File: src/rtl/core/hwt_div.sv
// hwt_div: radix-2 restoring divider, one quotient bit per cycle
// gives quotient and remainder when done rises after start; no dependencies

module hwt_div #(
	parameter int unsigned DW = 24,
	parameter int unsigned SW = 7
) (
	input  logic          clk,
	input  logic          arst_n,
	input  logic          start,
	input  logic [DW-1:0] dividend,
	input  logic [SW-1:0] divisor,
	output logic          done,
	output logic [DW-1:0] quot,
	output logic [SW-1:0] rem
);

	localparam int unsigned CW = $clog2(DW + 1);

	logic [CW-1:0] cnt_q;
	logic          done_q;
	logic [DW-1:0] quot_q;
	logic [SW-1:0] rem_q;
	logic [SW-1:0] dvs_q;
	logic [SW:0]   trial;
	logic          fits;

	assign trial = {rem_q, quot_q[DW-1]};
	assign fits  = trial >= {1'b0, dvs_q};

	always_ff @(posedge clk or negedge arst_n) begin
		if (!arst_n) begin
			cnt_q  <= '0;
			done_q <= 1'b0;
		end else begin
			if (start) begin
				cnt_q  <= CW'(DW);
				done_q <= 1'b0;
			end else if (cnt_q != '0) begin
				cnt_q  <= cnt_q - CW'(1);
				done_q <= (cnt_q == CW'(1));
			end else begin
				done_q <= 1'b0;
			end
		end
	end

	always_ff @(posedge clk) begin
		if (start) begin
			quot_q <= dividend;
			rem_q  <= '0;
			dvs_q  <= divisor;
		end else if (cnt_q != '0) begin
			quot_q <= {quot_q[DW-2:0], fits};
			rem_q  <= fits ? SW'(trial - {1'b0, dvs_q}) : trial[SW-1:0];
		end
	end

	assign done = done_q;
	assign quot = quot_q;
	assign rem  = rem_q;

endmodule

File: config.mk
export PLATFORM = sky130hd
export DESIGN_NAME = hwt_div
export DESIGN_NICKNAME = d
export VERILOG_FILES = /design/src/rtl/core/hwt_div.sv
export SDC_FILE = /design/constraint.sdc
export NUM_CORES = 1
export LEC_CHECK = 0
export BUFFER_PORTS_ARGS = -buffer_cell sky130_fd_sc_hd__buf_2
export CAP_MARGIN = 20
export CORE_ASPECT_RATIO = 0.6
export CORE_MARGIN = 2
export CORE_UTILIZATION = 45
export DETAILED_ROUTE_END_ITERATION = 8
export GPL_TIMING_DRIVEN = 0
export PLACE_DENSITY = 0.71
export SYNTH_ARGS = -nofsm -noshare
export SYNTH_HDL_FRONTEND = slang
export SYNTH_SLANG_ARGS = --single-unit
File: constraint.sdc
create_clock -name clk -period 2.4 [get_ports clk]
set_clock_uncertainty 0.05 [all_clocks]
set_input_delay 0.6 -clock clk [delete_from_list [all_inputs] [get_ports clk]]
set_output_delay 0.6 -clock clk [all_outputs]
set_load 0.005 [all_outputs]
==> impl_summary.txt <==
----------------------------------------------------
[Run status]
  Status ... complete, no violations

[Routing]
  Antenna Nets Post-Route ... 0
  Violation count after the first detailed-routing iteration ... 98
  Detailed-route wire length per cell ... approximately 14 µm
  Number of optimization iterations in the first detailed-route pass ... 4
  Via-per-instance ratio ... between 5 and 6
  Total Wirelength ... 4.57 mm
  Via total after detailed routing ... 1606
  DRC ... 0

[Final layout]
  P&R area growth vs syn ... 27.1%
  Number of diodes ... 0
  Commonest non-fill, non-tap cell in the layout ... sky130_fd_sc_hd__buf_2
  Count of fill cells added during filler insertion ... around 410
  Post-layout net count ... approximately 300
  Highest-count cells in the layout ignoring fill and taps ... sky130_fd_sc_hd__buf_2 (65), sky130_fd_sc_hd__edfxtp_1 (31), sky130_fd_sc_hd__mux2_2 (24)
  Layout cell share with drive strength beyond 1 ... roughly 47%

[Yosys]
  Synthesized cell area ... 2210 µm²
  Instance count of the mapped netlist ... ~180
  Count of flip-flops with a built-in enable after synthesis ... 31
  Synth Net Count ... around 220
  Post-synth top flop ... sky130_fd_sc_hd__edfxtp_1
  Mapped Avg Cell Area ... around 13 µm²
  Unique cell type count in the Yosys netlist ... 39
  Proportion of netlist area held by the largest area contributor ... 42.1%
  Largest area contributor in the synthesized netlist ... sky130_fd_sc_hd__edfxtp_1
  Share of synthesized flip-flops with an asynchronous set or reset ... between 10% and 20%
  Main area contributors after synthesis ... sky130_fd_sc_hd__edfxtp_1 (42%), sky130_fd_sc_hd__mux2_2 (12%), sky130_fd_sc_hd__dfrtp_1 (6.8%)
  Syn. warnings ... 0
  Total of flip-flops plus latches after synthesis ... 44
  Sequential area share after synthesis ... roughly 55%

[Floorplan]
  Number of core rows ... 19
  Number of primary I/O pins ... 66
  Initial Util ... 47.4%
  Width of the die ... approximately 94 µm
  Core area ... 4660 µm²
  Die Y ... between 50 and 60 µm
  Total Die Area ... approximately 5500 µm²

[GRT]
  Leftover overflow at the end of global routing ... 0
  Layer carrying the most global-route usage ... met1
  Met2 capacity usage during global routing ... approximately a quarter
  Vias in the first global route ... 1442
  Total track usage ... ~17%
  First-pass GRT wire length ... between 7 and 8 mm
  M1 GR Usage ... 25.0%
  Antenna violations before repair ... 0
  Met3 global-route usage ... 5.38%
  Maximum number of pins on one net before global-route repair ... 25

[Clocking]
  Total clock buffers created by CTS ... 5
  Clock network latency to the later pin of the worst-skew pair ... about 0.30 ns
  Total clock sinks ... 44
  Hold buffer count at CTS ... 0
  Clock tree buffer depth ... 2
  Clock transition at path regs ... approximately 0.09 ns
  Clk root buf ... sky130_fd_sc_hd__clkbuf_8
  Total number of H-tree levels ... 2
  CTS tree ... yes

[Place]
  Post-detailed-placement half-perimeter wirelength ... ~3.3 mm
  Place WS ... -0.148 ns
  Count of port buffers added during placement ... 65
  GPL Wtd Cong ... roughly 0.86

[Critical path]
  Buffers and inverters on the worst path ... 2
  Top delay family on crit path ... simple AND/OR/NAND/NOR gates
  Worst-path cell chain ... inv_2 -> ha_4 -> fa_2 -> nand2b_4 -> a211oi_2 -> nor3_2 -> buf_6 -> or4_1 -> nand3_1
  Largest fanout on the critical path ... 9
  Slowest Stage Delay on Critical Path ... 0.46 ns
  Launching element type of the critical path ... flip-flop
  Critical register-to-register path endpoint ... rem[1]
  Critical path start-end classification ... reg -> reg
  Minimum setup slack among reg-to-reg paths ... roughly 0.076 ns
  Required time of the critical path ... 2.60 ns
  CP Data Arrival Time ... ~2.5 ns
  Type of element capturing the critical path ... flip-flop
  Slowest stage cell, crit path ... sky130_fd_sc_hd__or4_1
  Depth of the worst register-to-register path ... 9
  Reg2reg start ... quot[23]

[Power]
  Switching share of power ... between 30% and 40%
  Clock Power Share ... between 20 and 25%
  Combinational share of power ... a little under two fifths
  Worst ir drop on vdd ... about 0.00044 V
  Sequential group share of total power ... about two fifths
  Internal cell power ... 1.78 mW
  Leakage power of the design ... roughly 1.2 nW
  Total power density per cell area ... about 930 nW/µm²
  Net load switching power ... 0.842 mW

[Timing]
  Fmax achieved ... 430 MHz
  Transition time at the pin with the least slew margin ... around 0.7 ns
  Number of hold violations in the final report ... 0
  Number of pins exceeding their max-slew limit in the final report ... 0
  Worst-case headroom to the max-slew limit ... a little over half
  Shortest clock period the worst path allows after layout ... ~2.3 ns
  Crit share post-route ... 96.8%
  Count of endpoints failing setup in the final report ... 0
  Setup WS post-layout ... around 0.076 ns
  Final-layout worst hold slack ... between 0.05 and 0.06 ns

[Hold path]
  Hold Crit Class ... in -> async

[Run]
  Max_cap viols ... 0

----------------------------------------------------
==> power by group through the flow <==
stage	sequential (mW)	combinational, mW	clock (mW)
after floorplan	1.06	0.605	0
after global placement	1.07	0.842	0
after detailed placement	1.07	0.860	0
after CTS	1.06	0.867	0.591
after global routing	1.08	1.09	0.624
final	1.06	0.978	0.580
==> layer usage <==
layer  wire (µm)  vias up
met5           0        -
met4          58        0
met3         197        6
met2        2030       33
met1        2280      767
li1            -      800
==> through the flow <==
stage	cell area (µm²)	util, %	TNS (ns)	instances	power, mW
after floorplan	2210	-	0	175	1.66
after global placement	2620	56.1	-3.14	303	1.92
after detailed placement	2620	56.1	-3.51	303	1.93
after CTS	2730	58.6	0	311	2.52
after global routing	2810	60.3	-0.0137	318	2.79
final	2810	60.3	0	318	2.62
==> flip-flops by register name (all words and copies together) (netlist names) <==
name	cells
done	1
quot	24
dvs_q	7
cnt_q	5
rem	7
==> final cells by class <==
type	instances	area, µm²	area share, %
clock buffer	5	68.8	2.45
inverter	13	48.8	1.74
tap	63	78.8	2.80
sequential	44	1220	43.5
multi-input combinational	111	923	32.9
timing repair buffer	72	378	13.4
buffer	7	45.0	1.60
clock inverter	3	46.3	1.65
==> worst register-to-register path, delay by kind of cell (launching register included) <==
family / cells / cell delay (ns)
fa+ha+maj: 2 / 0.56
buf+inv: 2 / 0.21
flops: 1 / 0.42
simple gates: 4 / 0.80
compound gates: 1 / 0.23
==> cell usage after synthesis, types with 6 or more instances <==
cell type / number
sky130_fd_sc_hd__edfxtp_1: 31
sky130_fd_sc_hd__mux2_2: 24
sky130_fd_sc_hd__nor2_1: 17
sky130_fd_sc_hd__inv_1: 13
sky130_fd_sc_hd__a21oi_1: 9
sky130_fd_sc_hd__ha_1: 9
sky130_fd_sc_hd__a211oi_1: 7
sky130_fd_sc_hd__dfxtp_1: 7
sky130_fd_sc_hd__dfrtp_1: 6
sky130_fd_sc_hd__mux2i_1: 6
==> how the worst max path moves through the flow <==
stage | cells after the start | startpoint | slack, ns | endpoint
floorplan | 9 | quot[23] | 0.19 | rem[1]
global placement | 5 | cnt_q[0] | -0.13 | quot[15]
detailed placement | 5 | cnt_q[0] | -0.15 | quot[15]
CTS | 9 | quot[23] | 0.03 | rem[1]
global route | 9 | quot[23] | -0.01 | rem[1]
finish | 9 | quot[23] | 0.08 | rem[1]
==> cell families after synthesis <==
family / count (synthesis) / synth area share, %
xor+xnor: 4 / 1.58
simple gates: 41 / 10.3
fa+ha+maj: 10 / 6.00
flops: 44 / 55.2
buf+inv: 20 / 4.24
mux: 30 / 14.9
compound gates: 26 / 7.70
==> repair_timing <==
action | 4_1_cts | 5_1_grt
pin swaps | 0 | 4
endpoints found under the hold margin | 0 | 0
buffers inserted | 0 | 7
endpoints found under the setup margin | 24 | 12
gates resized for setup | 1 | 6
Power figures use the tool's default switching activity.
