==> config.mk <==
export PLATFORM = sky130hd
export DESIGN_NAME = hwt_ram
export DESIGN_NICKNAME = d
export VERILOG_FILES = /design/src/rtl/core/hwt_ram.sv
export SDC_FILE = /design/constraint.sdc
export NUM_CORES = 1
export LEC_CHECK = 0
export ABC_AREA = 1
export BUFFER_PORTS_ARGS = -buffer_cell sky130_fd_sc_hd__buf_2
export CAP_MARGIN = 20
export CORE_AREA = 2 2 117 119
export CTS_CLUSTER_DIAMETER = 200
export DETAILED_ROUTE_END_ITERATION = 8
export DIE_AREA = 0 0 119 121
export GPL_TIMING_DRIVEN = 0
export HOLD_SLACK_MARGIN = 0.12
export SLEW_MARGIN = 40
export SYNTH_ARGS = -nofsm -noshare
export SYNTH_HDL_FRONTEND = slang
export SYNTH_SLANG_ARGS = --single-unit
==> constraint.sdc <==
create_clock -name clk -period 1 [get_ports clk]
set_input_delay 0.1 -clock clk [delete_from_list [all_inputs] [get_ports clk]]
set_output_delay 0.1 -clock clk [all_outputs]
set_load 0.02 [all_outputs]
==> src/rtl/core/hwt_ram.sv <==
// hwt_ram: generic single-clock ram, one write and one read port, registered read
// no dependencies

module hwt_ram #(
	parameter int unsigned WIDTH = 8,
	parameter int unsigned DEPTH = 16
) (
	input  logic                     clk,
	input  logic                     we,
	input  logic [$clog2(DEPTH)-1:0] waddr,
	input  logic [WIDTH-1:0]         wdata,
	input  logic                     re,
	input  logic [$clog2(DEPTH)-1:0] raddr,
	output logic [WIDTH-1:0]         rdata
);

	logic [WIDTH-1:0] mem_q [DEPTH];
	logic [WIDTH-1:0] rdata_q;

	always_ff @(posedge clk) begin
		if (we) begin
			mem_q[waddr] <= wdata;
		end
		if (re) begin
			rdata_q <= mem_q[raddr];
		end
	end

	assign rdata = rdata_q;

endmodule

==> metrics.txt, run 1 <==
# TYPE chip_impl_metric gauge
chip_impl_info{name="run_status",value="finished with violations"} 1
chip_impl_info{name="violations",value="setup timing"} 1
chip_impl_metric{name="grt_pass1_vias",unit=""} 3781
chip_impl_metric{name="yosys_warnings",unit=""} 0
chip_impl_metric{name="p_comb_share",unit="%"} 7.4
chip_impl_metric{name="maxSlewViolCount",unit=""} 0
chip_impl_metric{name="die_outline_width",unit="µm"} 119
chip_impl_metric{name="max_freq",unit="MHz"} 899
chip_impl_metric{name="routed_via_density",unit=""} 4.97
chip_impl_metric{name="initial_utilization",unit="%"} 44.7
chip_impl_metric{name="core_region_area",unit="µm²"} 13100
chip_impl_metric{name="total_number_of_placement_rows",unit=""} 42
chip_impl_metric{name="postCtsSetupBuffers",unit=""} 0
chip_impl_metric{name="htreeDepth",unit=""} 4
chip_impl_info{name="crit_path_cell_trace",value="inv_1 -> nand2_1 -> nand3_1 -> nand3_2 -> nand3_2 -> nand2_2"} 1
chip_impl_metric{name="yosys_register_bits",unit=""} 136
chip_impl_metric{name="grt_first_pass_wirelength",unit="µm"} 22200
chip_impl_metric{name="period_minus_slack",unit="ps"} 1110
chip_impl_info{name="worstSetupPathType",value="reg2reg"} 1
chip_impl_metric{name="firstDrtPassIters",unit=""} 5
chip_impl_metric{name="antenna_violations_before_repair",unit=""} 0
chip_impl_metric{name="syn_inst",unit=""} 551
chip_impl_metric{name="worst-path-buf-inv",unit=""} 1
chip_impl_info{name="cts_tree",value="built"} 1
chip_impl_metric{name="globalRouteOverflowTotal",unit=""} 0
chip_impl_metric{name="setup_failing_eps_final",unit=""} 32
chip_impl_metric{name="clock_skew",unit="ps"} 15.9
chip_impl_metric{name="sequential_cell_area",unit="µm²"} 4080
chip_impl_info{name="rsz0062_at_grt",value="yes"} 1
chip_impl_metric{name="switching_share",unit="%"} 21.5
chip_impl_metric{name="share_seq_of_total_power",unit="%"} 46.8
chip_impl_metric{name="cts_buffer_depth",unit=""} 2
chip_impl_metric{name="layout.filler_cells",unit=""} 1118
chip_impl_metric{name="remaining_drc_errors",unit=""} 0
chip_impl_metric{name="slowest_delay",unit="ps"} 370
chip_impl_metric{name="chipHeight",unit="µm"} 121
chip_impl_metric{name="cap_viol_max_count",unit=""} 0
chip_impl_metric{name="final_core_utilization",unit="%"} 55.1
chip_impl_metric{name="die_area",unit="µm²"} 14400
chip_impl_metric{name="synthToLayoutAreaGrowth",unit="%"} 23.3
chip_impl_metric{name="maximum_number_of_pins_on_one_net_before_global_route_repair",unit=""} 17
chip_impl_metric{name="numPortBuffers",unit=""} 23
chip_impl_metric{name="routedWlPerCell",unit="µm"} 18.6
chip_impl_metric{name="mappedNetlistNets",unit=""} 570
chip_impl_metric{name="numPlacedInstances",unit=""} 750
chip_impl_metric{name="io-pin-count",unit=""} 27
chip_impl_metric{name="tightest_slew",unit="ps"} 637
chip_impl_metric{name="final.period_utilization",unit="%"} 111
chip_impl_metric{name="maxSlewHeadroom",unit="%"} 57.5
chip_impl_metric{name="vdd_drop_max",unit="V"} 0.000949
chip_impl_info{name="worst_setup_path_start_kind",value="register"} 1
chip_impl_metric{name="antenna_cells",unit=""} 0
chip_impl_metric{name="fin_hold_ws",unit="ps"} 120
chip_impl_metric{name="tritoncts_buffer_count",unit=""} 17
chip_impl_metric{name="ys_seq_area_share",unit="%"} 69.8
chip_impl_info{name="clock_tree.root_cell",value="clkbuf_16"} 1
chip_impl_metric{name="dp.final_hpwl",unit="µm"} 9220
chip_impl_metric{name="fin_ws",unit="ps"} -112
chip_impl_metric{name="power_report.internal_total",unit="mW"} 10.8
chip_impl_metric{name="pwr-share-clk",unit="%"} 45.8
chip_impl_info{name="critPathMostFrequentCell",value="nand3_2"} 1
chip_impl_metric{name="placed_cell_area",unit="µm²"} 6200
chip_impl_metric{name="ys_types",unit=""} 11
chip_impl_metric{name="post_route_cells_drive_above_1_share",unit="%"} 24.1
chip_impl_metric{name="gp_routability_congestion",unit=""} 0.881
chip_impl_metric{name="final_net_count",unit=""} 618
chip_impl_metric{name="power.net_switching",unit="mW"} 2.97
chip_impl_metric{name="clk_pin_slew",unit="ps"} 50
chip_impl_info{name="timing.critical_path.max_delay_family",value="simple AND/OR/NAND/NOR gates"} 1
chip_impl_metric{name="instances_no_fill",unit=""} 787
chip_impl_info{name="layout.cells.most_common",value="nand2_1"} 1
chip_impl_metric{name="total_leakage_power",unit="nW"} 3.05
chip_impl_metric{name="worstPathMaxFanout",unit=""} 1
chip_impl_info{name="timing.critical_path.slowest_stage_cell",value="edfxtp_1"} 1
chip_impl_info{name="layout.cells.most_common_list",value="nand2_1, edfxtp_1, inv_1"} 1
chip_impl_metric{name="insertion_delay",unit="ps"} 440
chip_impl_metric{name="totalWireLength",unit="µm"} 14600
chip_impl_metric{name="grt_util_all_layers",unit="%"} 21.7
chip_impl_info{name="hold_path_class",value="in2reg"} 1
chip_impl_metric{name="timing.critical_path.required",unit="ps"} 1170
chip_impl_metric{name="multi_input_area",unit="µm²"} 1540
chip_impl_info{name="critical_path.endpoint_type",value="register"} 1
chip_impl_metric{name="pwr_density_cell",unit="nW/µm²"} 1920
chip_impl_metric{name="critPathArrivalTime",unit="ps"} 1290
chip_impl_metric{name="antenna_violating_nets_post_route",unit=""} 0
chip_impl_metric{name="timing.final.hold_violations",unit=""} 0
chip_impl_metric{name="syn-cell-area",unit="µm²"} 5850
chip_impl_metric{name="detail_route.iter0.violations",unit=""} 380
chip_impl_metric{name="final_cell_area",unit="µm²"} 7210
chip_impl_metric{name="routed-via-count",unit=""} 3908
chip_impl_metric{name="cts_sinks",unit=""} 136
chip_impl_metric{name="synth_area_per_cell",unit="µm²"} 10.6
[final timing paths]
path	from	slack, ps	endpoint	cells past startpoint
setup / recovery	mem_q[1][3]	-110	rdata[3]	6
hold / removal	wdata[7]	120	mem_q[10][7]	1
setup reg to reg	mem_q[1][3]	-110	rdata[3]	6
hold reg to reg	mem_q[12][5]	780	rdata[5]	6
[per-stage QoR]
step | setup WS (ps) | TNS, ps | power, mW
after detailed placement | -651 | -59300 | 7.43
after global placement | -598 | -60060 | 7.41
after CTS | -112 | -3460 | 13.8
after floorplan | -50.8 | -4120 | 7.06
final | -112 | -2040 | 13.8
after global routing | -162 | -5700 | 14.2
[logic make-up after synthesis]
family / count (synthesis) / synth area share (%)
DFF: 136 / 69.8
and+or+nand+nor: 289 / 20.8
buffers and inverters: 126 / 9.39
[routing by layer]
| layer | vias up | GRT usage [%] | part of all wire, % |
|---|---|---|---|
| met5 | - | 0 | 0 |
| met1 | 1877 | 29.3 | 43 |
| li1 | 1878 | - | - |
| met4 | 0 | 9.00 | 1.7 |
| met2 | 132 | 33.8 | 48 |
| met3 | 21 | 5.36 | 6.9 |
[power groups by stage]
stage,sequential (mW),clock [mW],combinational (mW)
finish,6.46,6.33,1.03
global placement,6.57,0,0.844
floorplan,6.61,0,0.452
detailed placement,6.57,0,0.858
global route,6.47,6.65,1.11
CTS,6.46,6.37,0.948
[flip-flops by register name (all words and copies together), names as in the netlist]
signal / cells
mem_q: 128
rdata: 8
[synth_stat cells (all sizes together)]
| cell | n | share of area [%] |
|---|---|---|
| nand3b | 2 | 0.26 |
| nand2 | 173 | 11 |
| edfxtp | 136 | 70 |
| nor2 | 17 | 1.1 |
| buf | 24 | 2.8 |
| nand3 | 97 | 8.3 |
| inv | 102 | 6.5 |
[area by class of cell]
class                           instances  area share, %
Sequential cell                       136           56.7
Timing Repair Buffer                   29           3.04
Buffer                                 24           2.31
Multi-Input combinational cell        289           21.4
Inverter                              102           5.31
Tap cell                              176           3.06
Clock inverter                         12           2.19
Clock buffer                           19           6.01
[repair_timing]
action,CTS,global route
hold endpoints to repair,66,0
resized for setup,41,44
hold buffers,6,0
pin swaps,24,11
setup endpoints to repair,64,96
No activity file was read; power rests on OpenSTA's default activity.
==> run 2, diff against run 1 <==
Settings changed: MAX_ROUTING_LAYER set to met4.
==> metrics.txt, run 2 (synthesis results as in run 1) <==
# TYPE chip_impl_metric gauge
chip_impl_info{name="run_status",value="finished with violations"} 1
chip_impl_info{name="violations",value="setup timing"} 1
chip_impl_metric{name="grt_pass1_vias",unit=""} 3647
chip_impl_info{name="cts_tree",value="built"} 1
chip_impl_metric{name="core_region_area",unit="µm²"} 13100
chip_impl_metric{name="max_freq",unit="MHz"} 900
chip_impl_metric{name="total_number_of_placement_rows",unit=""} 42
chip_impl_metric{name="instances_no_fill",unit=""} 786
chip_impl_metric{name="numPortBuffers",unit=""} 23
chip_impl_metric{name="htreeDepth",unit=""} 4
chip_impl_metric{name="firstDrtPassIters",unit=""} 5
chip_impl_info{name="timing.critical_path.to",value="rdata[4]"} 1
chip_impl_metric{name="io-pin-count",unit=""} 27
chip_impl_metric{name="timing.critical_path.required",unit="ps"} 1170
chip_impl_metric{name="routed-via-count",unit=""} 3862
chip_impl_metric{name="final_cell_area",unit="µm²"} 7260
chip_impl_info{name="rsz0062_at_grt",value="yes"} 1
chip_impl_metric{name="layout.filler_cells",unit=""} 1084
chip_impl_metric{name="postCtsSetupBuffers",unit=""} 0
chip_impl_metric{name="die_outline_width",unit="µm"} 119
chip_impl_info{name="clock_tree.root_cell",value="clkbuf_16"} 1
chip_impl_metric{name="total_leakage_power",unit="nW"} 3.05
chip_impl_metric{name="setup.reg_to_reg.worst_slack",unit="ps"} -110
chip_impl_metric{name="place_worst_setup_slack",unit="ps"} -644
chip_impl_metric{name="post_route_cells_drive_above_1_share",unit="%"} 26.2
chip_impl_metric{name="cap_viol_max_count",unit=""} 0
chip_impl_metric{name="cts_buffer_depth",unit=""} 2
chip_impl_metric{name="grt_first_pass_wirelength",unit="µm"} 21300
chip_impl_metric{name="worstPathMaxFanout",unit=""} 1
chip_impl_info{name="crit_path_cell_trace",value="inv_1 -> nand2_1 -> nand3_1 -> nand3_2 -> nand3_2 -> nand2_2"} 1
chip_impl_info{name="layout.cells.most_common",value="nand2_1"} 1
chip_impl_metric{name="antenna_violations_before_repair",unit=""} 0
chip_impl_metric{name="synthToLayoutAreaGrowth",unit="%"} 24.1
chip_impl_info{name="layout.cells.most_common_list",value="nand2_1, edfxtp_1, inv_1"} 1
chip_impl_metric{name="vdd_drop_max",unit="V"} 0.00114
chip_impl_metric{name="antenna_cells",unit=""} 0
chip_impl_metric{name="final.period_utilization",unit="%"} 111
chip_impl_metric{name="final_core_utilization",unit="%"} 55.5
chip_impl_metric{name="period_minus_slack",unit="ps"} 1110
chip_impl_metric{name="maxSlewViolCount",unit=""} 0
chip_impl_metric{name="fin_ws",unit="ps"} -111
chip_impl_info{name="worstSetupPathType",value="reg2reg"} 1
chip_impl_metric{name="numPlacedInstances",unit=""} 750
chip_impl_info{name="timing.critical_path.slowest_stage_cell",value="edfxtp_1"} 1
chip_impl_metric{name="timing.reg2reg.worst_path_depth",unit=""} 6
chip_impl_metric{name="insertion_delay",unit="ps"} 420
chip_impl_metric{name="fin_hold_ws",unit="ps"} 132
chip_impl_info{name="largest_reg_by_ff_count",value="mem_q"} 1
chip_impl_metric{name="grt_util_all_layers",unit="%"} 21.5
chip_impl_info{name="critical_path.endpoint_type",value="register"} 1
chip_impl_info{name="worst_setup_path_start_kind",value="register"} 1
chip_impl_metric{name="routed_via_density",unit=""} 4.91
chip_impl_metric{name="maxSlewHeadroom",unit="%"} 59.6
chip_impl_metric{name="placed_cell_area",unit="µm²"} 6190
chip_impl_metric{name="critPathArrivalTime",unit="ps"} 1280
chip_impl_metric{name="tritoncts_buffer_count",unit=""} 17
chip_impl_metric{name="remaining_drc_errors",unit=""} 0
chip_impl_metric{name="detail_route.iter0.violations",unit=""} 307
chip_impl_metric{name="pwr_density_cell",unit="nW/µm²"} 1880
chip_impl_metric{name="routedWlPerCell",unit="µm"} 17.9
chip_impl_metric{name="die_area",unit="µm²"} 14400
chip_impl_info{name="r2r_end",value="rdata[4]"} 1
chip_impl_info{name="critPathLaunch",value="mem_q[0][4]"} 1
chip_impl_metric{name="totalWireLength",unit="µm"} 14100
chip_impl_metric{name="largest_reg_flops",unit=""} 128
chip_impl_metric{name="dp.final_hpwl",unit="µm"} 9200
chip_impl_metric{name="chipHeight",unit="µm"} 121
chip_impl_metric{name="clock_skew",unit="ps"} 5.82
chip_impl_metric{name="antenna_violating_nets_post_route",unit=""} 0
chip_impl_info{name="critPathMostFrequentCell",value="nand3_2"} 1
chip_impl_metric{name="globalRouteOverflowTotal",unit=""} 0
chip_impl_metric{name="cts_sinks",unit=""} 136
chip_impl_metric{name="holdPathStages",unit=""} 1
chip_impl_metric{name="timing.final.hold_violations",unit=""} 0
chip_impl_metric{name="tightest_slew",unit="ps"} 606
chip_impl_metric{name="final_net_count",unit=""} 618
chip_impl_metric{name="setup_failing_eps_final",unit=""} 32
chip_impl_metric{name="initial_utilization",unit="%"} 44.7
chip_impl_info{name="reg2reg_from",value="mem_q[0][4]"} 1
chip_impl_metric{name="clk_pin_slew",unit="ps"} 60
chip_impl_metric{name="gp_routability_congestion",unit=""} 0.883
chip_impl_metric{name="maximum_number_of_pins_on_one_net_before_global_route_repair",unit=""} 17
chip_impl_info{name="hold_path_class",value="in2reg"} 1
chip_impl_metric{name="slowest_delay",unit="ps"} 360
-- run 2: changes by cell type in the layout (fill, tap and decap cells not counted), sizes merged --
cell | before | now
clkinvlp | 0 | 4
clkbuf | 19 | 17
clkinv | 8 | 5
inv | 102 | 103
bufinv | 4 | 3
-- run 2: worst max-delay path: cells and delay by family (launching register included) --
family / cells / cell delay [ps]
buffers and inverters: 1 / 60
DFF: 1 / 360
and+or+nand+nor: 5 / 450
-- run 2: through the flow --
step,setup TNS (ps),total power [mW]
3_5_place_dp,-61130,7.43
6_report,-1500,13.6
5_1_grt,-3110,14.0
2_1_floorplan,-4120,7.06
4_1_cts,-3480,13.6
3_3_place_gp,-61720,7.42
-- run 2: timing repair --
action                                 4_1_cts  5_1_grt
pin swaps                                    4       16
gates resized for setup                     15       85
setup endpoints to repair                   80      108
endpoints found under the hold margin       88        0
hold buffers                                 6        0
-- run 2: routing by layer --
layer	part of all wire (%)	GRT usage (%)	vias to the layer above
met5	0	-	-
met2	46	31.0	120
met3	5.8	3.81	16
met4	1.6	9.15	0
met1	47	30.2	1846
li1	-	-	1880
-- run 2: worst min-delay path by stage --
stage | endpoint | start | slack [ps]
6_report | mem_q[15][0] | wdata[0] | 130
2_1_floorplan | mem_q[0][0] | wdata[0] | 200
3_5_place_dp | rdata[7] | re | 430
3_3_place_gp | rdata[2] | re | 430
5_1_grt | mem_q[13][0] | wdata[0] | 140
4_1_cts | mem_q[10][3] | wdata[3] | 130
-- run 2: final cells by class --
class                   instances  area, µm²  area share, %
clock inverters                13        155           2.14
inverters                     102        383           5.28
multi-input cells             289       1620           22.3
repair buffers                 29        206           2.84
plain buffers                  24        166           2.29
well taps                     176        220           3.03
clock buffers                  17        425           5.86
flip-flops and latches        136       4080           56.3
-- run 2: report_power, final --
part           switching [mW]  internal (mW)  leakage (nW)  total, mW
Sequential             0.0319           6.42          1.24       6.46
Combinational           0.716          0.322          1.54       1.04
Clock                    2.27           3.86         0.272       6.13
==> run 3, diff against run 2 <==
Settings changed: ABC_CLOCK_PERIOD_IN_PS set to 1200, CAP_MARGIN 20 to 10.
Clock period 1 ns to 1.2 ns, I/O delays scaled along.
==> metrics.txt, run 3 (synthesis results as in run 1) <==
# TYPE chip_impl_metric gauge
chip_impl_metric{name="numPortBuffers",unit=""} 23
chip_impl_info{name="hold_path_startpoint",value="wdata[2]"} 1
chip_impl_metric{name="routed_via_density",unit=""} 4.94
chip_impl_metric{name="core_region_area",unit="µm²"} 13100
chip_impl_metric{name="place_worst_setup_slack",unit="ps"} -473
chip_impl_metric{name="cap_viol_max_count",unit=""} 0
chip_impl_metric{name="die_outline_width",unit="µm"} 119
chip_impl_metric{name="timing.critical_path.required",unit="ps"} 1240
chip_impl_metric{name="timing.reg2reg.worst_path_depth",unit=""} 6
chip_impl_metric{name="global_routing_met2_resource_utilization",unit="%"} 31.5
chip_impl_metric{name="clock_skew",unit="ps"} 5.42
chip_impl_metric{name="totalNegativeSetupSlack",unit="ps"} 0
chip_impl_metric{name="maxSlewHeadroom",unit="%"} 40.7
chip_impl_info{name="clock_tree.root_cell",value="clkbuf_16"} 1
chip_impl_metric{name="firstDrtPassIters",unit=""} 7
chip_impl_metric{name="globalRouteOverflowTotal",unit=""} 0
chip_impl_metric{name="io-pin-count",unit=""} 27
chip_impl_metric{name="pwr_density_cell",unit="nW/µm²"} 1590
chip_impl_metric{name="initial_utilization",unit="%"} 44.7
chip_impl_metric{name="antenna_cells",unit=""} 0
chip_impl_info{name="reg2reg_from",value="mem_q[2][0]"} 1
chip_impl_info{name="grt_busiest_layer",value="met2"} 1
chip_impl_metric{name="insertion_delay",unit="ps"} 420
chip_impl_info{name="hold_path_class",value="in2reg"} 1
chip_impl_metric{name="chipHeight",unit="µm"} 121
chip_impl_metric{name="timing.final.hold_violations",unit=""} 0
chip_impl_metric{name="post_route_cells_drive_above_1_share",unit="%"} 15.1
chip_impl_metric{name="tightest_slew",unit="ps"} 886
chip_impl_metric{name="total_number_of_placement_rows",unit=""} 42
chip_impl_metric{name="antenna_violations_before_repair",unit=""} 0
chip_impl_metric{name="dp.final_hpwl",unit="µm"} 9140
chip_impl_metric{name="critPathArrivalTime",unit="ps"} 1210
chip_impl_metric{name="worstPathMaxFanout",unit=""} 8
chip_impl_metric{name="largest_reg_flops",unit=""} 128
chip_impl_metric{name="detail_route.iter0.violations",unit=""} 430
chip_impl_metric{name="numPlacedInstances",unit=""} 750
chip_impl_metric{name="final.period_utilization",unit="%"} 97.4
chip_impl_metric{name="antenna_violating_nets_post_route",unit=""} 0
chip_impl_metric{name="max_freq",unit="MHz"} 855
chip_impl_info{name="largest_reg_by_ff_count",value="mem_q"} 1
chip_impl_metric{name="remaining_drc_errors",unit=""} 0
chip_impl_metric{name="period_minus_slack",unit="ps"} 1170
chip_impl_info{name="run_status",value="completed"} 1
chip_impl_info{name="critical_path.endpoint_type",value="register"} 1
chip_impl_metric{name="cts_sinks",unit=""} 136
chip_impl_metric{name="vdd_drop_max",unit="V"} 0.000985
chip_impl_metric{name="htreeDepth",unit=""} 4
chip_impl_metric{name="fin_hold_ws",unit="ps"} 121
chip_impl_metric{name="sequential_cell_area",unit="µm²"} 4080
chip_impl_metric{name="multi_input_area",unit="µm²"} 1280
chip_impl_metric{name="total_leakage_power",unit="nW"} 2.91
chip_impl_metric{name="layout.filler_cells",unit=""} 1145
chip_impl_metric{name="cts_buffer_depth",unit=""} 2
chip_impl_metric{name="tritoncts_buffer_count",unit=""} 17
chip_impl_metric{name="met1_usage",unit="%"} 29.6
chip_impl_metric{name="setup.reg_to_reg.worst_slack",unit="ps"} 60
chip_impl_metric{name="maxSlewViolCount",unit=""} 0
chip_impl_info{name="layout.cells.most_common",value="nand2_1"} 1
chip_impl_metric{name="grt_util_all_layers",unit="%"} 21.6
chip_impl_info{name="min_delay_worst_endpoint",value="mem_q[9][2]"} 1
chip_impl_info{name="layout.cells.most_common_list",value="nand2_1, edfxtp_1, inv_1"} 1
chip_impl_metric{name="maximum_number_of_pins_on_one_net_before_global_route_repair",unit=""} 17
chip_impl_info{name="cts_tree",value="built"} 1
chip_impl_metric{name="die_area",unit="µm²"} 14400
chip_impl_metric{name="clk_pin_slew",unit="ps"} 60
chip_impl_metric{name="holdPathStages",unit=""} 1
chip_impl_metric{name="synthToLayoutAreaGrowth",unit="%"} 16.4
chip_impl_metric{name="routedWlPerCell",unit="µm"} 17.9
chip_impl_metric{name="totalWireLength",unit="µm"} 14000
chip_impl_metric{name="gp_routability_congestion",unit=""} 0.846
chip_impl_metric{name="use_met3",unit="%"} 4.23
chip_impl_info{name="worst_setup_path_start_kind",value="input port"} 1
chip_impl_metric{name="grt_first_pass_wirelength",unit="µm"} 21600
chip_impl_info{name="worstSetupPathType",value="in2reg"} 1
chip_impl_metric{name="final_net_count",unit=""} 614
chip_impl_metric{name="fin_ws",unit="ps"} 31.0
chip_impl_metric{name="routed-via-count",unit=""} 3870
chip_impl_metric{name="instances_no_fill",unit=""} 784
chip_impl_info{name="r2r_end",value="rdata[0]"} 1
chip_impl_metric{name="grt_pass1_vias",unit=""} 3774
chip_impl_metric{name="setup_failing_eps_final",unit=""} 0
-- run 3: final cells by class --
cell class	count	area share (%)
Multi-Input combinational cell	289	18.8
Buffer	24	2.45
Inverter	102	5.63
Tap cell	176	3.24
Sequential cell	136	60.0
Clock inverter	14	1.62
Clock buffer	18	6.31
Timing Repair Buffer	25	1.99
-- run 3: repair_timing --
action                     in CTS  in global routing
pin swaps                       0                  2
hold endpoints to repair       24                  0
buffers inserted                0                  0
setup endpoints to repair       8                  5
hold buffers                    2                  0
gates resized for setup         1                  9
-- run 3: power breakdown --
group	leakage, nW	total, mW	switching (mW)	internal [mW]
Sequential	1.24	5.38	0.0236	5.35
Combinational	1.42	0.735	0.525	0.210
Clock	0.258	4.73	1.92	2.81
-- run 3: worst max-delay path, cell delays in order --
cell	delay [ps]
buf_2	110
nand3b_1	250
nor2_1	720
-- run 3: how the worst max path moves through the flow --
stage	from	endpoint	slack [ps]	depth (start not counted)
global placement	waddr[3]	mem_q[6][2]	-430	3
detailed placement	waddr[3]	mem_q[7][5]	-470	3
finish	waddr[2]	mem_q[9][0]	30	3
floorplan	waddr[2]	mem_q[10][0]	130	2
global route	mem_q[2][0]	rdata[0]	-0.08	6
CTS	waddr[3]	mem_q[4][0]	10	3
-- run 3: through the flow --
| step | util, % | cell area (µm²) | power [mW] |
|---|---|---|---|
| detailed placement | 47.3 | 6190 | 6.18 |
| finish | 52.0 | 6800 | 10.8 |
| CTS | 51.6 | 6750 | 10.9 |
| global placement | 47.2 | 6180 | 6.17 |
| floorplan | - | 5850 | 5.88 |
| global route | 52.0 | 6800 | 11.2 |
-- run 3: per-layer routing --
layer / up-vias / routed length, µm
met4: 0 / 351
met5: - / 0
met3: 23 / 1020
met1: 1807 / 6250
met2: 168 / 6410
li1: 1872 / -
